`src/double_ended_queue_defines.svh`:
```
// ----------------------------------------------------------------------------
// Deque assertion macros
// Shared concurrent assertion forms, clocked on clk, disabled in reset.
// ----------------------------------------------------------------------------
`ifndef DOUBLE_ENDED_QUEUE_DEFINES_SVH
`define DOUBLE_ENDED_QUEUE_DEFINES_SVH

// cons must hold in the same cycle as ante
`define DEQ_ASSERT_SAME(label, ante, cons, msg) \
    label: assert property (@(posedge clk) disable iff (!rst_n) (ante) |-> (cons)) \
        else $error(msg);

// cons must hold in the cycle after ante
`define DEQ_ASSERT_NEXT(label, ante, cons, msg) \
    label: assert property (@(posedge clk) disable iff (!rst_n) (ante) |=> (cons)) \
        else $error(msg);

`endif

```
`src/deq_pkg.sv`:
```
// ----------------------------------------------------------------------------
// deq_pkg
// Shared constants and types of the double-ended queue.
// ----------------------------------------------------------------------------
`default_nettype none

package deq_pkg;

    localparam int DEPTH_DEF = 64;
    localparam int DATA_W    = 32;
    localparam int ACT_W     = 3;
    localparam int OCC_W     = 7;
    localparam int STAT_W    = 2;
    localparam int OUT_W     = 80;

    localparam logic [ACT_W-1:0] ACT_PUSH_FRONT = 3'd0;
    localparam logic [ACT_W-1:0] ACT_PUSH_BACK  = 3'd1;
    localparam logic [ACT_W-1:0] ACT_POP_FRONT  = 3'd2;
    localparam logic [ACT_W-1:0] ACT_POP_BACK   = 3'd3;
    localparam logic [ACT_W-1:0] ACT_PEEK       = 3'd4;

    localparam logic [STAT_W-1:0] ST_OK    = 2'd0;
    localparam logic [STAT_W-1:0] ST_FULL  = 2'd1;
    localparam logic [STAT_W-1:0] ST_EMPTY = 2'd2;

    typedef enum logic [2:0] {
        S_IDLE = 3'b001,
        S_READ = 3'b010,
        S_OUT  = 3'b100
    } deq_state_t;

endpackage

`default_nettype wire

```
`src/deq_ram.sv`:
```
// ----------------------------------------------------------------------------
// deq_ram
// Entry store: one write port, two read ports, registered read data.
// ----------------------------------------------------------------------------
`default_nettype none

module deq_ram #(
    parameter int DEPTH = deq_pkg::DEPTH_DEF,
    parameter int AW    = (DEPTH > 1) ? $clog2(DEPTH) : 1
) (
    input  wire logic                       clk,
    input  wire logic                       wr_en,
    input  wire logic [AW-1:0]              wr_addr,
    input  wire logic [deq_pkg::DATA_W-1:0] wr_data,
    input  wire logic                       rd_en,
    input  wire logic [AW-1:0]              rd_addr_a,
    input  wire logic [AW-1:0]              rd_addr_b,
    output logic      [deq_pkg::DATA_W-1:0] rd_data_a,
    output logic      [deq_pkg::DATA_W-1:0] rd_data_b
);

    logic [deq_pkg::DATA_W-1:0] mem [DEPTH];

    always_ff @(posedge clk)
    begin
        if (wr_en)
        begin
            mem[wr_addr] <= wr_data;
        end
    end

    always_ff @(posedge clk)
    begin
        if (rd_en)
        begin
            rd_data_a <= mem[rd_addr_a];
            rd_data_b <= mem[rd_addr_b];
        end
    end

endmodule

`default_nettype wire

```
`src/double_ended_queue.sv`:
```
// ----------------------------------------------------------------------------
// double_ended_queue
// Bounded deque of 32-bit words kept in a ring of DEPTH entries.
// ----------------------------------------------------------------------------
// Usage:
//   Input beat (s_*): s_tuser carries the action (push front, push back,
//   pop front, pop back, peek), s_tdata the word to push.
//   Output beat (m_*): one per input beat, with front and back words after
//   the operation (-1 when empty), empty flag, occupancy and status
//   (ok, push dropped on full, pop ignored on empty).
//   Timing: an operation runs through accept and pointer/store update,
//   a two-port read of the new front and back entries, then the load of
//   the output register. The single-port-write memory round trip sets
//   this order: a new beat is accepted only once the previous result has
//   been loaded into the output register; m_tvalid rises with that load.
//   The output register lets a new beat be accepted while a result still
//   waits; if m_tready stays low, the next result is held in the read data
//   register and s_tready stays low until the output register frees up.
//   Reset empties the deque (pointers and count to zero); the store itself
//   is not cleared, since only written entries are ever shown.
// ----------------------------------------------------------------------------
`default_nettype none

`include "double_ended_queue_defines.svh"

module double_ended_queue #(
    parameter int DEPTH = deq_pkg::DEPTH_DEF
) (
    input  wire logic                       clk,
    input  wire logic                       rst_n,
    input  wire logic                       s_tvalid,
    output logic                            s_tready,
    input  wire logic [deq_pkg::DATA_W-1:0] s_tdata,   // [31:0] value
    input  wire logic [deq_pkg::ACT_W-1:0]  s_tuser,   // [2:0] action
    output logic                            m_tvalid,
    input  wire logic                       m_tready,
    // [31:0] front_value, [63:32] back_value, [64] is_empty,
    // [71:65] occupancy, [73:72] status, [79:74] zero
    output logic      [deq_pkg::OUT_W-1:0]  m_tdata
);

    localparam int AW = (DEPTH > 1) ? $clog2(DEPTH) : 1;
    localparam int CW = $clog2(DEPTH + 1);
    localparam logic [AW-1:0] LAST_IDX = AW'(DEPTH - 1);
    localparam logic [CW-1:0] FULL_CNT = CW'(DEPTH);

    deq_pkg::deq_state_t state_reg, state_next;

    logic [AW-1:0]                 head_reg, head_next;
    logic [AW-1:0]                 tail_reg, tail_next;
    logic [CW-1:0]                 count_reg, count_next;
    logic [deq_pkg::STAT_W-1:0]    status_reg, status_next;
    logic                          m_tvalid_reg, m_tvalid_next;
    logic [deq_pkg::OUT_W-1:0]     out_data_reg, out_data_next;

    logic                          accept;
    logic                          load;
    logic                          full;
    logic                          empty;
    logic [AW-1:0]                 head_prev, head_succ, tail_prev, tail_succ;

    logic                          wr_en;
    logic [AW-1:0]                 wr_addr;
    logic                          rd_en;
    logic [deq_pkg::DATA_W-1:0]    rd_front, rd_back;

    logic [CW+deq_pkg::OCC_W-1:0]  count_ext;
    logic                          none_left;
    logic [deq_pkg::DATA_W-1:0]    front_word, back_word;

    // ring neighbors
    assign head_prev = (head_reg == '0) ? LAST_IDX : head_reg - AW'(1);
    assign head_succ = (head_reg == LAST_IDX) ? '0 : head_reg + AW'(1);
    assign tail_prev = (tail_reg == '0) ? LAST_IDX : tail_reg - AW'(1);
    assign tail_succ = (tail_reg == LAST_IDX) ? '0 : tail_reg + AW'(1);

    assign full  = (count_reg == FULL_CNT);
    assign empty = (count_reg == '0);

    assign s_tready = (state_reg == deq_pkg::S_IDLE);
    assign accept   = s_tvalid && s_tready;
    assign load     = (state_reg == deq_pkg::S_OUT) && (!m_tvalid_reg || m_tready);

    always_comb
    begin
        head_next   = head_reg;
        tail_next   = tail_reg;
        count_next  = count_reg;
        status_next = status_reg;
        wr_en       = 1'b0;
        wr_addr     = tail_reg;
        if (accept)
        begin
            status_next = deq_pkg::ST_OK;
            unique case (s_tuser)
                deq_pkg::ACT_PUSH_FRONT:
                begin
                    if (full)
                    begin
                        status_next = deq_pkg::ST_FULL;
                    end
                    else
                    begin
                        head_next  = head_prev;
                        wr_en      = 1'b1;
                        wr_addr    = head_prev;
                        count_next = count_reg + CW'(1);
                    end
                end
                deq_pkg::ACT_PUSH_BACK:
                begin
                    if (full)
                    begin
                        status_next = deq_pkg::ST_FULL;
                    end
                    else
                    begin
                        tail_next  = tail_succ;
                        wr_en      = 1'b1;
                        wr_addr    = tail_reg;
                        count_next = count_reg + CW'(1);
                    end
                end
                deq_pkg::ACT_POP_FRONT:
                begin
                    if (empty)
                    begin
                        status_next = deq_pkg::ST_EMPTY;
                    end
                    else
                    begin
                        head_next  = head_succ;
                        count_next = count_reg - CW'(1);
                    end
                end
                deq_pkg::ACT_POP_BACK:
                begin
                    if (empty)
                    begin
                        status_next = deq_pkg::ST_EMPTY;
                    end
                    else
                    begin
                        tail_next  = tail_prev;
                        count_next = count_reg - CW'(1);
                    end
                end
                default:
                begin
                    // peek and unused codes change nothing
                end
            endcase
        end
    end

    always_comb
    begin
        state_next = state_reg;
        unique case (state_reg)
            deq_pkg::S_IDLE:
            begin
                if (accept)
                begin
                    state_next = deq_pkg::S_READ;
                end
            end
            deq_pkg::S_READ:
            begin
                state_next = deq_pkg::S_OUT;
            end
            deq_pkg::S_OUT:
            begin
                if (load)
                begin
                    state_next = deq_pkg::S_IDLE;
                end
            end
            default:
            begin
                state_next = deq_pkg::S_IDLE;
            end
        endcase
    end

    // pointers are already updated when the read is issued, and the write
    // landed at the accepting edge, before the read, so no forwarding is needed
    assign rd_en = (state_reg == deq_pkg::S_READ);

    deq_ram #(
        .DEPTH (DEPTH),
        .AW    (AW)
    ) u_ram (
        .clk       (clk),
        .wr_en     (wr_en),
        .wr_addr   (wr_addr),
        .wr_data   (s_tdata),
        .rd_en     (rd_en),
        .rd_addr_a (head_reg),
        .rd_addr_b (tail_prev),
        .rd_data_a (rd_front),
        .rd_data_b (rd_back)
    );

    assign count_ext  = {{deq_pkg::OCC_W{1'b0}}, count_reg};
    assign none_left  = empty;
    assign front_word = none_left ? '1 : rd_front;
    assign back_word  = none_left ? '1 : rd_back;

    always_comb
    begin
        out_data_next = out_data_reg;
        if (load)
        begin
            out_data_next = {6'b0, status_reg, count_ext[deq_pkg::OCC_W-1:0],
                             none_left, back_word, front_word};
        end
    end

    always_comb
    begin
        m_tvalid_next = m_tvalid_reg;
        if (load)
        begin
            m_tvalid_next = 1'b1;
        end
        else if (m_tready)
        begin
            m_tvalid_next = 1'b0;
        end
    end

    always_ff @(posedge clk or negedge rst_n)
    begin
        if (!rst_n)
        begin
            state_reg    <= deq_pkg::S_IDLE;
            head_reg     <= '0;
            tail_reg     <= '0;
            count_reg    <= '0;
            status_reg   <= deq_pkg::ST_OK;
            m_tvalid_reg <= 1'b0;
        end
        else
        begin
            state_reg    <= state_next;
            head_reg     <= head_next;
            tail_reg     <= tail_next;
            count_reg    <= count_next;
            status_reg   <= status_next;
            m_tvalid_reg <= m_tvalid_next;
        end
    end

    always_ff @(posedge clk)
    begin
        out_data_reg <= out_data_next;
    end

    assign m_tvalid = m_tvalid_reg;
    assign m_tdata  = out_data_reg;

    `DEQ_ASSERT_SAME(a_count_bound, 1'b1, count_reg <= FULL_CNT, "count above depth")
    `DEQ_ASSERT_SAME(a_ptr_meet, (count_reg == '0) || (count_reg == FULL_CNT),
                     head_reg == tail_reg, "head and tail disagree with count")
    `DEQ_ASSERT_NEXT(a_accept_read, accept, state_reg == deq_pkg::S_READ,
                     "accepted beat did not start a read")
    `DEQ_ASSERT_SAME(a_empty_marker, m_tvalid_reg && out_data_reg[64],
                     out_data_reg[31:0] == '1 && out_data_reg[63:32] == '1,
                     "empty result without -1 words")

endmodule

`default_nettype wire
```
`config.mk`:
```
export PLATFORM = sky130hd
export DESIGN_NAME = double_ended_queue
export DESIGN_NICKNAME = d
export VERILOG_FILES = /design/src/deq_pkg.sv /design/src/deq_ram.sv /design/src/double_ended_queue.sv
export VERILOG_INCLUDE_DIRS = /design/src /design/src/src
export SDC_FILE = /design/constraint.sdc
export NUM_CORES = 2
export LEC_CHECK = 0
export BUFFER_PORTS_ARGS = -buffer_cell sky130_fd_sc_hd__buf_2
export CAP_MARGIN = 30
export CORE_MARGIN = 2
export CORE_UTILIZATION = 43
export DETAILED_ROUTE_END_ITERATION = 6
export GPL_TIMING_DRIVEN = 1
export SYNTH_ARGS = -nofsm -noshare
export SYNTH_HDL_FRONTEND = slang
export SYNTH_SLANG_ARGS = --single-unit
```
`constraint.sdc`:
```
create_clock -name clk -period 7.05 [get_ports clk]
set_clock_uncertainty 0.15 [all_clocks]
set_input_delay 1.0575 -clock clk [delete_from_list [all_inputs] [get_ports clk]]
set_output_delay 1.0575 -clock clk [all_outputs]
set_load 0.02 [all_outputs]
```
* Word level (Yosys, flattened, before mapping) *
Memories as Yosys holds them, arrays and structs flattened. A register that Yosys moved wholly into a read port is not among the register bits.
Cells that the tools add are included.

word-level totals
  bits in registers = 99
  latch bits = 0
  memory bits (writable) = 2048
  bits in read-only memories = 0
  input bits = 39
  output and inout port bits = 82
  word-level logic and storage cells = 79
  memories kept = 1

memory list
  memory     words  bits a word  rd ports  clocked after Yosys merged registers in  wr ports  RTL line       RTL
  u_ram.mem  64     32           2         2                                        1         deq_ram.sv:22  logic [deq_pkg::DATA_W-1:0] mem [DEPTH];

cells by class
  add/subtract/negate cells = 6
  multipliers = 0
  div/mod/pow operators = 0
  order comparisons = 0
  eq/ne operators = 17
  shift-type cells = 0
  muxes and demuxes = 29
  bitwise operators = 0
  reductions and logical operators = 18

operator list
  cell                                                                    number
  6-bit two-way mux                                                       11
  6-bit case mux with 2 select lines                                      2
  7-bit two-way mux                                                       2
  2-bit != test (second input constant)                                   7
  7-bit case mux with 2 select lines                                      1
  6-bit by 1-bit adder with 6-bit output (second input constant)          2
  6-bit equality test (second input constant)                             2
  6-bit zero test                                                         2
  4-bit AND reduction                                                     3
  6-bit by 1-bit subtractor with 6-bit output (second input constant)     2
  3-bit by 2-bit equality test with 1-bit output (second input constant)  3
  3-bit case mux with 3 select lines                                      1
  1-bit two-way mux                                                       8
  2-bit nonzero test                                                      4
  7-bit by 1-bit adder with 7-bit output (second input constant)          1
  7-bit equality test (second input constant)                             1
  7-bit zero test                                                         1
  7-bit by 1-bit subtractor with 7-bit output (second input constant)     1
  3-bit by 1-bit equality test with 1-bit output (second input constant)  2
  3-bit two-way mux                                                       2
  2-bit case mux with 2 select lines                                      1
  2-bit OR reduction                                                      2
  3-bit equality test (second input constant)                             1
  3-bit zero test                                                         1
  other kinds (6)                                                         7

* Longest topological paths before layout *
  word-level depth = 6
  gate-level depth with buffers = 14
  gate-level depth less buffers = 9

* By module *
From an unflattened synthesis, not the netlist that was laid out.

second synthesis, totals
  cells, all modules = 4798
  area, all modules = 101019.4 sq um

by module, submodules not included
  module              instances  cells each  area an instance (sq um)  seq. area each (sq um)
  deq_ram             1          4412        96301.1                   63420.8
  double_ended_queue  1          386         4718.3                    2849.0

* Worst setup path after synthesis *
OpenSTA, ideal clock, no wires.

  path type = in2reg
  from = input port s_tvalid
  to = memory u_ram.mem[6][0] (netlist bit), enable pin
  library setup time = 421 ps
  data arrival time = 4422 ps
  required time = 6479 ps
  slack = 2057 ps
  cell stages on the path = 9
  path buffers = 3
  cells stage by stage = nand4bb_1 > clkbuf_1 > or3_1 > nor3b_1 > buf_2 > mux2_2 > or3b_2 > clkbuf_1 > nor2_1

on the way
  cells in the longest elaborated chain, start to end = 4
  elaborated cells between the ends (all ways) = 5
  classes of those cells = 4 x mux; 1 x reduce/logical

RTL lines
  item                                     RTL line                  RTL
  from (decl)                              double_ended_queue.sv:31  input wire logic s_tvalid,
  1-bit logical AND *                      double_ended_queue.sv:81  assign accept = s_tvalid && s_tready;
  1-bit two-way mux                        double_ended_queue.sv:92  if (accept)
  1-bit two-way mux                        deq_ram.sv:26             if (wr_en)
  1-bit two-way mux (implied by the code)  deq_ram.sv:28             mem[wr_addr] <= wr_data;
  to (decl)                                deq_ram.sv:22

Every way passes the cells marked *; elsewhere a longest branch is shown, timed or not.

* Worst setup path in the final report *
  from = register tail_reg[5]
  to = register u_ram.rd_data_b[25] (netlist bit) (read register of u_ram.mem) (data pin)

on the way
  cells in the longest elaborated chain, start to end = 2
  elaborated cells between the ends (all ways) = 3
  classes of those cells = 1 x add/sub; 1 x mux; 1 x reduce/logical

RTL lines
  item                                                                            RTL line                   RTL
  from (decl)                                                                     double_ended_queue.sv:50   logic [AW-1:0] tail_reg, tail_next;
  from (signal assigned)                                                          double_ended_queue.sv:247  tail_reg <= tail_next;
  6-bit by 1-bit subtractor with 6-bit output or 6-bit zero test (tied branches)  double_ended_queue.sv:74   assign tail_prev = (tail_reg == '0) ? LAST_IDX : tail_reg - AW'(1);
  6-bit two-way mux *                                                             double_ended_queue.sv:74
  to (decl)                                                                       deq_ram.sv:19              output logic [deq_pkg::DATA_W-1:0] rd_data_b

Marked as above.
A chain may end at the register's enable or synchronous reset.

==> metrics.cfg <==
[run_status]
status = completed

[clocking]
post_cts_buffers = 0
clkTransAtPathRegs_ns = 0.06
cts_made_buffers = 219
h-tree-depth = 4
clk_path_buf_depth = 3
clock_sinks = 2211
cts_tree = yes
clk-insertion-delay-late_ns = 0.89
post_cts_resized = 0
cts_root_buf = clkbuf_16
postCtsHoldBufs = 0

[setup_path]
worst_ep_required_time_ns = 7.52
timing.rr.start = tail_reg[5]
rrSetupSlack_ns = 1.96
critPathKind = reg2reg
crit_end = u_ram.rd_data_b[25]
worstPathArrival_ns = 5.55
critPathLaunch = tail_reg[5]
start_kind = flop
end_kind = flop
reg2regPathDepth = 7
r2r-end = u_ram.rd_data_b[25]
path_max_fanout = 16

[placement]
gp_congestion = 0.8989
hpwl_mm = 224.8
placed_cell_area_um2 = 106800
portBuffers = 114

[global_route]
grt.total_usage = 0.3041
grt_pass1_vias = 57543
antenna_found_initial = 39
grt_pass1_wl_mm = 492.9
overflow = 0
grt_start_max_net_pins = 132

[synthesis]
syn_avg_cell_area_um2 = 20.24
ys_seq_area_frac = 0.6560
synth_cell_type_count = 80
yosys.area.top_type = edfxtp_1
synth-seq-cells = 2211
synthTopCellsByCount = edfxtp_1 (2186), mux4_2 (1081), nand2_1 (276)
synth_most_common_cell = edfxtp_1
syn_inst = 4992
synth_edf_count = 2186
synthArstFlopShare = 0.01131
synthTopCellsByArea = edfxtp_1 (65%), mux4_2 (24%), mux2i_1 (1.3%)
yosys_warnings = 0
ys.flop_type = edfxtp_1
yosysTopAreaCellShare = 0.6498
synth_area_um2 = 101000

[drt]
route.detailed.drc = 0
drt_first_pass_iters = 6
totalWireLength_mm = 363.2
first_iter_violations = 10667
vias_per_cell = 6.974
wl_per_cell_um = 42.63
ant_nets = 0
vias = 59422

[cells_and_area]
fin_util = 0.4884
largest_register = u_ram.mem
fillers = 18766
fin_area_um2 = 113900
drive_gt1_frac = 0.3615
multi_input_area_um2 = 33120
largest_reg_flops = 2048
area_growth_pct = 12.73
ff_latch_area_um2 = 66290
nets = 5251

[pwr]
power.leakage_nw = 35.50
peakVddDrop_mv = 0.4369
power_density_nw_per_um2 = 435.3

[timing]
setup-tns-final_ns = 0
fmax_mhz = 196.6
finalHoldViolations = 0
post-route-period-util = 0.7215
worst_pin_slew_ns = 1.090
slew_headroom = 0.2730
period_needed_ns = 5.086
rsz0062_at_grt = false
slew_viol_final = 0
setup_viol = 0

[floorplan]
die_h_um = 488.7
start_util = 0.4332
die-area_um2 = 238800
die_w_um = 488.7
row_count = 177
core_area_um2 = 233200
pin_count = 121

[flow_run]
maxCapViolCount = 0

[hold_path]
hp-class = in2async

## cell usage in the layout, fill, tap and decap left out, types with 13 or more instances in the layout
cell type	Yosys	routed
a2111oi_0	21	19
a211oi_1	14	14
a21oi_1	134	133
a22o_1	14	14
a31oi_1	21	21
buf_12	4	76
buf_2	73	114
buf_4	61	174
bufinv_16	0	20
clkbuf_1	165	42
clkbuf_16	0	220
clkinv_1	1	51
clkinv_2	0	40
dfrtp_1	24	18
diode_2	0	14
edfxtp_1	2186	2186
mux2i_1	135	135
mux4_2	1081	1081
nand2_1	276	269
nand3_1	40	38
nor2_1	122	54
nor2_4	0	68
nor3_1	28	28
o21ai_0	67	67
o221ai_1	51	51
o22ai_1	72	72
o32ai_1	13	13
or2_2	66	66
or3_1	15	15
## cells by family after synthesis
group                    Yosys count  share of synthesized area
flip-flops                      2211                     0.6560
multiplexers                    1228                     0.2561
AND/OR/NAND/NOR                  614                    0.02779
AO/OA/AOI/OAI                    514                    0.03475
buffers and inverters            398                    0.02258
XOR/XNOR                          14                   0.001214
adder cells (fa/ha/maj)           12                   0.001560
other                              1                 0.00003712
## layout make-up
class	instances	share of cell area
diodes	14	0.0003076
inverters	11	0.0004065
multi-input cells	2388	0.2908
repair buffers	369	0.03105
well taps	3132	0.03441
clock inverters	132	0.01095
clock buffers	264	0.04996
flip-flops and latches	2211	0.5821
## critical path: stages (launching register included)
cell and delay, ns:
dfrtp_1 1.06, clkinv_1 0.62, nand3_1 0.40, nand2_2 0.29
nand2_1 0.86, o22ai_1 0.38, a211oi_1 0.52, a22o_1 0.50
## metal layers
metal | vias up | GRT usage | share of wire
met5 | - | 0 | 0.00056
met4 | 30 | 0.1626 | 0.062
met3 | 874 | 0.09396 | 0.13
met2 | 4724 | 0.4485 | 0.45
met1 | 31762 | 0.4057 | 0.36
li1 | 22032 | - | -
## power by group
part	total [mW]	internal [mW]	switching (mW)
Sequential	15.5	14.9	0.569
Combinational	22.5	8.94	13.6
Clock	11.6	6.46	5.10
## metrics by stage
| step | hold slack, ns | cells | setup slack (ns) | power (mW) |
|---|---|---|---|---|
| 2_1_floorplan | 0.2748 | 4997 | 2.057 | 29.60 |
| 3_3_place_gp | 0.2850 | 8078 | 1.734 | 37.71 |
| 3_5_place_dp | 0.2812 | 8104 | 1.705 | 37.79 |
| 4_1_cts | 0.02018 | 8500 | 2.036 | 49.23 |
| 5_1_grt | 0.07866 | 8510 | 1.773 | 50.69 |
| 6_report | 0.05470 | 8521 | 1.964 | 49.58 |
## worst min path at each step
stage / from / endpoint / slack [ns] / depth (start not counted)
floorplan: status_reg[0] / m_tdata[72] / 0.27 / 0
global placement: status_reg[1] / m_tdata[73] / 0.29 / 0
detailed placement: status_reg[0] / m_tdata[72] / 0.28 / 0
CTS: rst_n / count_reg[2] / 0.02 / 1
global route: rst_n / count_reg[2] / 0.08 / 1
finish: rst_n / count_reg[2] / 0.05 / 1
Note: power is estimated with default switching activity, not from simulation.
